`src/fhsd_pkg.sv`:
```
// Package for the FNV-1a hash set de-duplicator.
// Holds table geometry, hash constants, field widths and the byte fold function.
// Depends on nothing; every module of the block imports it.
package fhsd_pkg;

  // BUCKETS must be a power of two so that the start slot is the low hash bits.
  localparam int unsigned BUCKETS = 4096;
  localparam int unsigned IDX_W   = $clog2(BUCKETS);
  localparam int unsigned CNT_W   = $clog2(BUCKETS + 1);
  localparam int unsigned HASH_W  = 32;
  localparam int unsigned SYM_W   = 8;
  localparam int unsigned OCC_W   = 13;

  localparam logic [HASH_W-1:0] FNV_BASIS = 32'd2166136261;
  localparam logic [HASH_W-1:0] FNV_PRIME = 32'd16777619;
  localparam logic [SYM_W-1:0]  SEP_CHAR  = 8'h7C;
  localparam logic [SYM_W-1:0]  LOWER_A   = 8'h61;
  localparam logic [SYM_W-1:0]  LOWER_Z   = 8'h7A;
  localparam logic [SYM_W-1:0]  CASE_OFS  = 8'h20;

  typedef logic [HASH_W-1:0] hash_t;
  typedef logic [IDX_W-1:0]  idx_t;
  typedef logic [CNT_W-1:0]  cnt_t;

  typedef struct packed {
    logic             seen;
    logic             table_full;
    logic [OCC_W-1:0] occupancy;
  } result_t;

  function automatic hash_t fold_byte(hash_t h, logic [SYM_W-1:0] b);
    logic [SYM_W-1:0] u;
    hash_t            x;
    u = b;
    if (b >= LOWER_A && b <= LOWER_Z) begin
      u = b - CASE_OFS;
    end
    x = h ^ {{(HASH_W - SYM_W){1'b0}}, u};
    return x * FNV_PRIME;
  endfunction

endpackage

```
`src/fhsd_hash.sv`:
```
// Running FNV-1a hash register with case folding and separator handling.
// Produces the finished key, with a zero hash replaced by one.
// Depends on fhsd_pkg.
module fhsd_hash (
  input  logic                        clk_i,
  input  logic                        rst_ni,
  input  logic                        fold_en_i,
  input  logic                        end_en_i,
  input  logic [fhsd_pkg::SYM_W-1:0]  symbol_i,
  input  logic                        is_separator_i,
  output fhsd_pkg::hash_t             key_o
);
  import fhsd_pkg::*;

  hash_t hash_q, hash_d;

  always_comb begin
    hash_d = hash_q;
    if (end_en_i) begin
      hash_d = FNV_BASIS;
    end else if (fold_en_i) begin
      hash_d = fold_byte(hash_q, is_separator_i ? SEP_CHAR : symbol_i);
    end
  end

  always_ff @(posedge clk_i or negedge rst_ni) begin
    if (!rst_ni) begin
      hash_q <= FNV_BASIS;
    end else begin
      hash_q <= hash_d;
    end
  end

  assign key_o = (hash_q == '0) ? hash_t'(1) : hash_q;

endmodule

```
`config.mk`:
```
export PLATFORM = sky130hd
export DESIGN_NAME = fhsd_hash
export DESIGN_NICKNAME = d
export VERILOG_FILES = /design/src/fhsd_pkg.sv /design/src/fhsd_hash.sv
export SDC_FILE = /design/constraint.sdc
export NUM_CORES = 1
export LEC_CHECK = 0
export ABC_AREA = 1
export BUFFER_PORTS_ARGS = -buffer_cell sky130_fd_sc_hd__buf_2
export CELL_PAD_IN_SITES_DETAIL_PLACEMENT = 2
export CELL_PAD_IN_SITES_GLOBAL_PLACEMENT = 2
export CORE_ASPECT_RATIO = 1.25
export CORE_UTILIZATION = 30
export DETAILED_ROUTE_END_ITERATION = 7
export PLACE_DENSITY_LB_ADDON = 0.1
export SLEW_MARGIN = 20
export SYNTH_ARGS = -nofsm -noshare
export SYNTH_HDL_FRONTEND = slang
export SYNTH_SLANG_ARGS = --single-unit
```
`constraint.sdc`:
```
create_clock -name clk_i -period 5.85 [get_ports clk_i]
set_input_delay 0 -clock clk_i [delete_from_list [all_inputs] [get_ports clk_i]]
set_output_delay 0 -clock clk_i [all_outputs]
set_load 0.01 [all_outputs]
```
==> Yosys cells after proc, flatten, opt, wreduce, memory -nomap -nowiden <==
Index checks and enable logic that the tools add are counted.
{ "word_totals": {"register_bits": 32, "in_bits": 13, "out_inout_bits": 32, "wordCells": 16} }
{ "op_classes": {"n_addsub": 1, "n_mul": 1, "order_cmp": 2, "n_mux": 7, "bitwise": 1, "reduce_logical": 3} }
{ "ops": {"columns": ["op", "n"], "rows": [
  ["2-to-1 mux 32 bit", 3],
  ["logical NOT 32 bit", 1],
  ["multiplier 32 x 25 -> 32 bit, second input constant", 1],
  ["2-to-1 mux 8 bit", 4],
  ["XOR 32 x 8 -> 32 bit", 1],
  [">= comparator 8 x 7 -> 1 bit, second input constant", 1],
  ["<= comparator 8 x 7 -> 1 bit, second input constant", 1],
  ["subtractor 8 x 6 -> 8 bit, second input constant", 1],
  ["nonzero test 2 bit", 1],
  ["logical AND 1 bit", 1]
]} }

==> Longest topological paths before layout <==
Gate-level depths: netlist of run 1.
{ "depth": {"depth_word": 10, "ltp_mapped": 30, "mapped_depth_nobuf": 30} }

==> Worst setup path after synthesis of run 1 <==
OpenSTA, ideal clock, no wires.
{ "synth_path": {"kind": "input to register", "start": "input port is_separator_i", "end": "register hash_q[23]", "setup_time_ps": 117, "t_arrival_ps": 4874, "required_time_ps": 5733, "path_slack_ps": 859, "stages": 26, "path_buffers": 0, "cell_sequence": "inv_2 > nand2_1 > inv_1 > ha_1 > a31oi_1 > xor2_1 > ha_1 > ha_1 > fa_1 > ha_1 > fa_1 > ha_1 > inv_1 > fa_1 > inv_1 > ha_1 > nand2_1 > nor2_1 > nand3b_1 > nand3_2 > a21oi_1 > or2_1 > nand2_1 > nand2_1 > nand3_1 > nand2_1"} }
{ "synth_between": {"elab_chain_len": 10, "elab_cells_between_ends": 12, "classes_between": "1 x add/sub; 1 x mul; 2 x order compare; 6 x mux; 1 x bitwise; 1 x reduce/logical"} }
{ "synth_lines": {"columns": ["element", "line", "rtl"], "rows": [
  ["from (decl)", "fhsd_hash.sv:10", "input logic is_separator_i,"],
  ["2-to-1 mux 8 bit (*)", "fhsd_hash.sv:22", "hash_d = fold_byte(hash_q, is_separator_i ? SEP_CHAR : symbol_i);"],
  [">= comparator 8 x 7 -> 1 bit or <= comparator 8 x 7 -> 1 bit (tied branches)", "fhsd_pkg.sv:35", "if (b >= LOWER_A && b <= LOWER_Z) begin"],
  ["logical AND 1 bit", "fhsd_pkg.sv:35", null],
  ["2-to-1 mux 8 bit (*)", "fhsd_pkg.sv:35", null],
  ["2-to-1 mux 8 bit (*)", "fhsd_hash.sv:21", "end else if (fold_en_i) begin"],
  ["2-to-1 mux 8 bit (*)", "fhsd_hash.sv:19", "if (end_en_i) begin"],
  ["XOR 32 x 8 -> 32 bit (*)", "fhsd_pkg.sv:38", "x = h ^ {{(HASH_W - SYM_W){1'b0}}, u};"],
  ["multiplier 32 x 25 -> 32 bit (*)", "fhsd_pkg.sv:39", "return x * FNV_PRIME;"],
  ["2-to-1 mux 32 bit (*)", "fhsd_hash.sv:21", null],
  ["2-to-1 mux 32 bit (*)", "fhsd_hash.sv:19", null],
  ["to (signal assigned)", "fhsd_hash.sv:30", "hash_q <= hash_d;"],
  ["to (decl)", "fhsd_hash.sv:15", "hash_t hash_q, hash_d;"]
]} }
Every way passes the cells marked *; elsewhere a longest branch is shown, timed or not. The select of a mux whose other input is x is not followed.
A chain may end at the register's enable or synchronous reset.

==> Final worst setup path of run 1 <==
{ "layout_path": {"start": "register hash_q[7]", "end": "register hash_q[20]"} }
{ "layout_between": {"elab_chain_len": 4} }
{ "layout_lines": {"columns": ["element", "line"], "rows": [
  ["XOR 32 x 8 -> 32 bit", "fhsd_pkg.sv:38"],
  ["multiplier 32 x 25 -> 32 bit", "fhsd_pkg.sv:39"],
  ["2-to-1 mux 32 bit", "fhsd_hash.sv:21"],
  ["2-to-1 mux 32 bit", "fhsd_hash.sv:19"]
]} }
Every way passes these cells. The select of a mux whose other input is x is not followed.

==> results of run 1 <==
[placed cells by master (no fill, tap or decap), types with 18 or more instances in the layout]
cell type and instances:
a21oi_1 35, buf_2 44, buf_4 28, fa_1 74, ha_1 194, inv_1 311
nand2_1 146, nand3_1 32, nor2_1 53, o21ai_0 27, xor2_1 18
[routing by layer]
metal	track usage (%)	share of wire, %
met3	1.84	1.6
met5	0	0
met2	39.8	52
met1	24.8	43
met4	7.51	3.3
[per-stage QoR]
| step | setup WS [ns] | utilization, % |
|---|---|---|
| CTS | 0.0255 | 34.1 |
| global placement | -0.0668 | 33.4 |
| finish | 0.326 | 34.4 |
| global route | -0.00727 | 34.4 |
| detailed placement | -0.0706 | 33.4 |
| floorplan | 0.859 | - |
[worst max-delay path: stages, from the launching register on]
cell	delay, ns
dfstp_2	0.56
inv_1	0.06
nand3_1	0.06
nand2_1	0.07
inv_1	0.05
nand2_1	0.08
nand2_2	0.09
inv_1	0.08
buf_12	0.14
ha_1	0.27
ha_1	0.30
fa_1	0.45
ha_1	0.23
fa_1	0.49
ha_1	0.30
inv_1	0.06
fa_1	0.53
inv_1	0.04
ha_2	0.36
nand2_1	0.12
inv_1	0.12
nand3_1	0.18
nor2_2	0.18
nand4_1	0.15
a31o_2	0.27
nand3_1	0.06
o21ai_0	0.08
inv_1	0.09
[how the worst min path moves through the flow]
stage,startpoint,endpoint,slack (ns),depth (start not counted)
final,symbol_i[0],hash_q[0],0.14,4
after global routing,symbol_i[0],hash_q[0],0.21,4
after floorplan,rst_ni,hash_q[13],-0.30,0
after global placement,rst_ni,hash_q[30],0.18,1
after detailed placement,rst_ni,hash_q[30],0.18,1
after CTS,symbol_i[0],hash_q[0],0.15,4
[cell families after synthesis]
| logic type | after synthesis | share of synthesized area [%] |
|---|---|---|
| adder cells (fa/ha/maj) | 269 | 49.7 |
| buffers and inverters | 333 | 15.9 |
| XOR/XNOR | 25 | 2.78 |
| AO/OA/AOI/OAI | 96 | 6.82 |
| AND/OR/NAND/NOR | 270 | 14.5 |
| flip-flops | 32 | 10.4 |
[layout make-up]
cell class | count | area, um^2 | share of cell area, %
sequential | 32 | 820 | 9.20
timing repair buffer | 74 | 460 | 5.17
inverter | 312 | 1170 | 13.1
clock buffer | 5 | 125 | 1.40
clock inverter | 3 | 42.5 | 0.477
antenna | 1 | 2.50 | 0.0281
multi-input combinational | 660 | 5870 | 65.8
tap | 340 | 425 | 4.77
[timing repair]
| item | CTS | global route |
|---|---|---|
| resized for setup | 0 | 15 |
| hold buffers | 1 | 0 |
| endpoints found under the setup margin | 0 | 11 |
| endpoints found under the hold margin | 18 | 0 |
| setup buffers | 0 | 2 |
==> metrics.md, run 1 <==
| Metric | Value |
|---|---|
| R2R cell count | `27` |
| Non-filler cells, final | `1427` |
| TritonCTS clock tree | `yes` |
| Most common cell in the netlist | `inv_1` |
| Rows | `66` |
| Routed vias | `6734` |
| H-Tree Depth | `2` |
| WHS | `0.137 ns` |
| Synth warnings | `0` |
| Fill cell count | `3099` |
| Final Wtd Congestion | `0.821` |
| Final nets | `1367` |
| Seq/Total Area, Yosys | `10.4%` |
| Via/cell ratio | `4.72` |
| Pre-antenna DRT Iters | `4` |
| Root buf cell | `clkbuf_16` |
| Setup Skew | `approximately 0.014 ns` |
| Grt ovf | `0` |
| Synthesized flop and latch total | `32` |
| Required @ worst endpoint | `6.09 ns` |
| Crit path kind | `register to register` |
| Max-cap violations | `0` |
| Setup violations, final | `0` |
| Largest net degree at the start of global routing | `33` |
| Die Y | `183 um` |
| Initial antenna violation count | `1` |
| CP endpoint kind | `register` |
| Final WL | `about 27000 um` |
| Post-synth top cells | `311 x inv_1, 195 x ha_1, 146 x nand2_1` |
| Measured slew at the worst slew-check pin | `0.989 ns` |
| R2r setup slk | `~0.33 ns` |
| Routed Antenna Nets | `0` |
| Cells after synthesis | `1025` |
| Worst-path maximum fanout | `5` |
| CP Data Arrival Time | `~5.8 ns` |
| Crit path capture | `hash_q[20]` |
| Top flop regs | `hash_q x32` |
| Num CTS Buffers | `5` |
| Synth top area share | `30.9%` |
| Initial Util | `30.4%` |
| Clock latency on the worst-skew pair | `about 0.30 ns` |
| GRT Overall Usage | `about a fifth` |
| Asr flop ratio synth | `between 90% and 100%` |
| Die area | `27000 um^2` |
| IO Pins | `45` |
| Final Hold Vio Count | `0` |
| Critical Path Source | `hash_q[7]` |
| Number of global-route vias before repair | `7590` |
| Reg with most FFs | `hash_q` |
| Largest register FFs | `32` |
| DRC Markers | `0` |
| First-pass GRT wire length | `42800 um` |
| Synth area leader | `ha_1` |
| Unrepaired setup endpoints after global routing | `yes` |
| Rel. slew slack | `between 30% and 40%` |
| Avg Cell Area, Syn | `7.70 um^2` |
| Layout cell share with drive strength beyond 1 | `10.9%` |
| Cell Area, Synth | `7890 um^2` |
| DRT iter0 DRCs | `148` |
| Synth area leaders | `ha_1 31%, fa_1 19%, inv_1 15%, nand2_1 6.9%, dfrtp_1 5.7%` |
| Minimum clock period | `5.52 ns` |
| Fmax | `181 MHz` |
| Syn-to-layout area delta | `13.0%` |
| Clock slew at reported path FFs | `0.07 ns` |
| Post-synth EDFFs | `0` |
| Slew Limit Fails | `0` |
| Final Instance Area | `8910 um^2` |
| Main synth FF type | `dfrtp_1` |
| Placed insts | `between 1000 and 1500` |
| CP startpoint kind | `register` |
| FF-to-FF Start | `hash_q[7]` |
| Core area | `25900 um^2` |
| Clk sink count | `32` |
| Placed Area | `a little under 9000 um^2` |
| Final period util | `94.4%` |
| Yosys cell types | `35` |
| PortBufs | `44` |
| DP HPWL | `23800 um` |
| Setup tns final | `0 ns` |
| Worst min path class | `input pin to register` |
| Syn Nets | `1307` |
| Reg2reg end | `hash_q[20]` |
| Status | `finished clean` |
| Clk buf depth | `2` |
| Die width | `147 um` |
| Wire length per cell | `~19 um` |
Power of run 1 is not shown: default switching activity piles up to over one toggle a cycle in this logic, so the estimate is an artifact.
==> run 2: changes to the inputs <==
- BUFFER_PORTS_ARGS: -buffer_cell sky130_fd_sc_hd__buf_2 -> -buffer_cell sky130_fd_sc_hd__buf_4
- SKIP_LAST_GASP: default -> 1
==> run 2 against run 1 <==
  * Sequential share of layout area down 0.11 points
  * First-iteration DRC count up 24%
  * Highest routed layer unchanged
  * Clock-buffer cell count did not move
  * Final area rose by 1.1%
  * Non-clock buffer count unchanged
  * Worst setup slack lost 0.035 ns
  * Hold slack worse by 0.0029 ns
  * Register-to-register slack got worse by 0.04 ns
  * Die area unchanged
==> metrics.md, run 2 (synthesis results as in run 1) <==
| Metric | Value |
|---|---|
| Status | `finished clean` |
| Die width | `147 um (unchanged)` |
| Most frequent cells in the layout | `311 x inv_1, 194 x ha_1, 146 x nand2_1` |
| Root buf cell | `clkbuf_16` |
| Die area | `27000 um^2 (unchanged)` |
| Critical path's largest stage delay | `0.53 ns (-0.03 ns)` |
| WHS | `0.134 ns (-0.00290 ns)` |
| Layout cell share with drive strength beyond 1 | `10.3% (-0.55 points)` |
| Unrepaired setup endpoints after global routing | `yes` |
| Hold path depth | `4 (unchanged)` |
| Postcts setup bufs | `0 (unchanged)` |
| Commonest non-fill, non-tap cell in the layout | `inv_1` |
| Setup Skew | `0.00642 ns (-0.00749 ns)` |
| Max-cap violations | `0 (unchanged)` |
| Required @ worst endpoint | `6.03 ns (-0.06 ns)` |
| Number of global-route vias before repair | `7386 (-2.7%)` |
| Most used cell, CP | `ha_1` |
| Initial antenna violation count | `0 (-1)` |
| CP endpoint kind | `register` |
| Minimum clock period | `5.56 ns (+0.0354 ns)` |
| CP startpoint kind | `register` |
| Clk buf depth | `2 (unchanged)` |
| Num CTS Buffers | `5 (unchanged)` |
| Final core area utilization | `34.7% (+0.38 points)` |
| CP Data Arrival Time | `5.74 ns (-0.03 ns)` |
| Clock slew at reported path FFs | `0.06 ns (about the same)` |
| Routed vias | `6644 (-1.3%)` |
| Syn-to-layout area delta | `14.2%` |
| DRC Markers | `0 (unchanged)` |
| Via/cell ratio | `4.66 (-1.3%)` |
| Reg with most FFs | `hash_q` |
| Worst min path class | `input pin to register` |
| Rows | `66 (unchanged)` |
| Placed Area | `8800 um^2 (+1.4%)` |
| Die Y | `183 um (unchanged)` |
| Slew Limit Fails | `0 (unchanged)` |
| Crit path kind | `register to register` |
| CP max-delay cell | `dfstp_2` |
| Worst-path maximum fanout | `5 (unchanged)` |
| Largest net degree at the start of global routing | `33 (unchanged)` |
| H-Tree Depth | `2 (unchanged)` |
| Crit path cell chain | `inv_1 > xor2_1 > ha_1 > ha_1 > fa_1 > ha_1 > fa_1 > ha_1 > inv_1 > fa_1 > inv_1 > ha_1 > nand2_1 > nor2_1 > nand3b_1 > nand3_2 > a21oi_1 > or2_1 > nand2_1 > nand2_1 > nand3_1 > nand2_1` |
| Core area | `25900 um^2 (unchanged)` |
| DRT iter0 DRCs | `184 (+24%)` |
| Wire length per cell | `18.6 um (-1.2%)` |
| Ant diodes | `0 (-1)` |
| Final Instance Area | `9010 um^2 (+1.1%)` |
| Measured slew at the worst slew-check pin | `0.966 ns (-0.0229 ns)` |
| Clk sink count | `32 (unchanged)` |
| Final period util | `95.0% (+0.61 points)` |
| Final nets | `1367 (unchanged)` |
| Fmax | `180 MHz (-0.64%)` |
| Final WL | `26600 um (-1.2%)` |
| Clock latency on the worst-skew pair | `0.29 ns (about the same)` |
| GRT Overall Usage | `20.8% (-0.36 points)` |
| Final Hold Vio Count | `0 (unchanged)` |
| R2R cell count | `22 (-19%)` |
| PortBufs | `44 (unchanged)` |
| Largest register FFs | `32 (unchanged)` |
| Routed Antenna Nets | `0 (unchanged)` |
| DP HPWL | `23500 um (-1.4%)` |
| First-pass GRT wire length | `41700 um (-2.5%)` |
| Initial Util | `30.4% (unchanged)` |
| Rel. slew slack | `35.4% (+1.4 points)` |
| TritonCTS clock tree | `yes` |
| Top flop regs | `hash_q x32` |
| Setup violations, final | `0 (unchanged)` |
| Grt ovf | `0 (unchanged)` |
| Pre-antenna DRT Iters | `5 (+1)` |
| IO Pins | `45 (unchanged)` |
| Final Wtd Congestion | `0.848 (+3.4%)` |
-- run 2: cell count changes in the layout (fill, tap and decap cells not counted), moves of 3 or more --
cell,before,now
buf_2,44,0
buf_4,28,72
nor2_1,53,56
nor2_2,5,2
-- run 2: cell type report --
type | instances | area (um^2)
multi-input cells | 660 | 5860
well taps | 340 | 425
flip-flops and latches | 32 | 818
fillers | 3122 | 16900
clock inverters | 3 | 42.5
clock buffers | 5 | 125
inverters | 312 | 1170
repair buffers | 74 | 571
-- run 2: what timing repair did --
action | in CTS | in global routing
setup endpoints to repair | 1 | 11
resized for setup | 1 | 9
hold buffers | 1 | 0
endpoints found under the hold margin | 18 | 0
-- run 2: worst max-delay path: cells and delay by family, from the launching register on --
kind / cells / cell delay, ns
adder cells (fa/ha/maj): 8 / 3.05
AND/OR/NAND/NOR: 9 / 1.17
flip-flops: 1 / 0.53
XOR/XNOR: 1 / 0.45
buffers and inverters: 3 / 0.17
AO/OA/AOI/OAI: 1 / 0.08
-- run 2: final timing paths --
| check | from | to | slack [ns] |
|---|---|---|---|
| min | symbol_i[0] | hash_q[0] | 0.13 |
| min reg2reg | hash_q[2] | hash_q[2] | 0.54 |
| max | hash_q[2] | hash_q[23] | 0.29 |
| max in group asynchronous | rst_ni | hash_q[12] | 5.24 |
| min in group asynchronous | rst_ni | hash_q[30] | 0.21 |
| max reg2reg | hash_q[2] | hash_q[23] | 0.29 |
-- run 2: metal layers --
metal	share of wire [%]	up-vias	global-route usage (%)
met5	0	-	0
met1	44	3328	25.6
li1	-	3260	-
met3	1.4	14	1.29
met4	1.2	0	3.75
met2	53	42	39.5
-- run 2: per-stage QoR --
| step | std cells | setup WS (ns) | setup TNS, ns |
|---|---|---|---|
| floorplan | 1025 | 0.859 | 0 |
| global placement | 1417 | -0.194 | -0.215 |
| detailed placement | 1417 | -0.204 | -0.289 |
| CTS | 1426 | 0.0473 | 0 |
| global route | 1426 | -0.0566 | -0.0566 |
| finish | 1426 | 0.291 | 0 |
Power of run 2 is left out for the same reason.
==> run 3: changes to the inputs <==
- REMOVE_ABC_BUFFERS: default -> 1
==> run 3 against run 2 <==
  * Global-route usage down 0.074 points
  * Worst setup slack got worse by 0.098 ns
  * Register-to-register slack got worse by 0.098 ns
  * Die area unchanged
  * Fmax shrank 1.7%
  * Via count up 0.81%
  * Hold slack improved by 0.050 ns
  * Utilization rose by 0.11 points
  * Clock-buffer cell count rose by 1
  * Critical path depth fell by 3
  * Largest cell class unchanged
==> metrics.md, run 3 (synthesis results as in run 1) <==
| Metric | Value |
|---|---|
| Clock slew at reported path FFs | `0.06 ns (about the same)` |
| CP endpoint kind | `register` |
| Worst-path maximum fanout | `5 (unchanged)` |
| Fill cell count | `3056 (-2.1%)` |
| WHS | `0.184 ns (+0.0495 ns)` |
| Routed Antenna Nets | `0 (unchanged)` |
| Critical Path Source | `hash_q[2]` |
| R2R cell count | `19 (-14%)` |
| Root buf cell | `clkbuf_16` |
| CP startpoint kind | `register` |
| DRC Markers | `0 (unchanged)` |
| Final WL | `26500 um (-0.30%)` |
| Grt met1 use | `25.1% (-0.55 points)` |
| TritonCTS clock tree | `yes` |
| Final nets | `1372 (+0.37%)` |
| IO Pins | `45 (unchanged)` |
| Non-filler cells, final | `1431 (+0.35%)` |
| Global route hottest layer | `met2` |
| Clk buf depth | `2 (unchanged)` |
| Commonest non-fill, non-tap cell in the layout | `inv_1` |
| Rel. slew slack | `26.9% (-8.5 points)` |
| Met2 usage | `38.9% (-0.68 points)` |
| Clock latency on the worst-skew pair | `0.29 ns (about the same)` |
| Via/cell ratio | `4.68 (+0.46%)` |
| Reg2reg end | `hash_q[14]` |
| Met3 Track Usage GR | `1.49% (+0.20 points)` |
| Max-cap violations | `0 (unchanged)` |
| Unrepaired setup endpoints after global routing | `yes` |
| Crit path kind | `register to register` |
| FF-to-FF Start | `hash_q[2]` |
| Number of global-route vias before repair | `7333 (-0.72%)` |
| Rows | `66 (unchanged)` |
| Num CTS Buffers | `5 (unchanged)` |
| Syn-to-layout area delta | `14.5%` |
| Initial Util | `30.4% (unchanged)` |
| Setup Skew | `0.00929 ns (+0.00287 ns)` |
| Most frequent cells in the layout | `311 x inv_1, 194 x ha_1, 146 x nand2_1` |
| Die Y | `183 um (unchanged)` |
| Die width | `147 um (unchanged)` |
| DP Worst Slack | `-0.122 ns (+0.0822 ns)` |
| Required @ worst endpoint | `5.98 ns (-0.05 ns)` |
| First-pass GRT wire length | `41400 um (-0.76%)` |
| PortBufs | `44 (unchanged)` |
| Crit path capture | `hash_q[14]` |
| Slew Limit Fails | `0 (unchanged)` |
| Pre-antenna DRT Iters | `4 (-1)` |
| Reg with most FFs | `hash_q` |
| Minimum clock period | `5.66 ns (+0.0983 ns)` |
| Largest net degree at the start of global routing | `33 (unchanged)` |
| Final Wtd Congestion | `0.831 (-2.0%)` |
| Placed insts | `1422 (+0.35%)` |
| Top flop regs | `hash_q x32` |
| Layout cell share with drive strength beyond 1 | `10.9% (+0.59 points)` |
| CP Data Arrival Time | `5.79 ns (+0.05 ns)` |
| Routed vias | `6698 (+0.81%)` |
| GRT Overall Usage | `20.7% (-0.074 points)` |
| Final Hold Vio Count | `0 (unchanged)` |
| DP HPWL | `23600 um (+0.47%)` |
| Initial antenna violation count | `0 (unchanged)` |
| Grt ovf | `0 (unchanged)` |
| Die area | `27000 um^2 (unchanged)` |
| Clk sink count | `32 (unchanged)` |
| Fmax | `177 MHz (-1.7%)` |
| Setup violations, final | `0 (unchanged)` |
| Measured slew at the worst slew-check pin | `1.09 ns (+0.129 ns)` |
| Worst min path class | `input pin to register` |
| Final core area utilization | `34.9% (+0.11 points)` |
| Status | `finished clean` |
| Wire length per cell | `18.5 um (-0.65%)` |
| Ant diodes | `0 (unchanged)` |
| Fin worst setup slack | `0.192 ns (-0.0983 ns)` |
| DRT iter0 DRCs | `110 (-40%)` |
| H-Tree Depth | `2 (unchanged)` |
| Largest register FFs | `32 (unchanged)` |
| Final period util | `96.7% (+1.7 points)` |
| Core area | `25900 um^2 (unchanged)` |
| R2r setup slk | `0.19 ns (-0.10 ns)` |
-- run 3: changes by cell type in the layout (fill, tap and decap cells not counted), sizes merged --
cell / delta
buf: +5
clkbuf: +1
clkinvlp: -1
-- run 3: metal layers --
layer	share of wire, %	wire length (um)	vias to the layer above
met5	0	0	-
met4	2.6	691	0
met3	1.5	407	27
met2	52	13900	50
met1	44	11500	3350
li1	-	-	3271
-- run 3: worst min-delay path by stage --
stage,start,end,depth (start not counted)
6_report,symbol_i[0],hash_q[0],4
5_1_grt,fold_en_i,hash_q[23],5
4_1_cts,fold_en_i,hash_q[29],5
3_5_place_dp,rst_ni,hash_q[22],1
3_3_place_gp,rst_ni,hash_q[1],1
2_1_floorplan,rst_ni,hash_q[13],0
-- run 3: worst max-delay path, stage by stage, from the launching register on --
cell and delay (ns):
dfstp_2 0.53, inv_1 0.06, xor2_1 0.52, ha_1 0.35, ha_1 0.33, fa_1 0.50, ha_1 0.21, fa_1 0.48
ha_1 0.29, inv_1 0.05, fa_1 0.53, inv_1 0.04, ha_1 0.37, nand2_1 0.10, nand2_1 0.08, a21oi_1 0.20
nand3_1 0.21, buf_4 0.19, o21ai_0 0.30, o21ai_0 0.15
-- run 3: layout make-up --
type | instances | area (um^2) | share of cell area (%)
timing repair buffer | 79 | 608 | 6.73
clock inverter | 2 | 35.0 | 0.388
inverter | 312 | 1170 | 13.0
clock buffer | 6 | 129 | 1.43
sequential | 32 | 818 | 9.05
multi-input combinational | 660 | 5850 | 64.7
tap | 340 | 425 | 4.71
-- run 3: stage by stage --
step                setup TNS, ns  instance area, um^2
floorplan                       0                 7810
global placement          -0.0860                 8830
finish                          0                 9040
detailed placement         -0.140                 8830
CTS                             0                 9010
global route               -0.160                 9040
-- run 3: repair_timing --
| item | CTS | global route |
|---|---|---|
| setup endpoints to repair | 0 | 10 |
| hold buffers | 1 | 0 |
| setup buffers | 0 | 0 |
| endpoints found under the hold margin | 18 | 0 |
| resized for setup | 0 | 12 |
Power of run 3 is left out for the same reason.
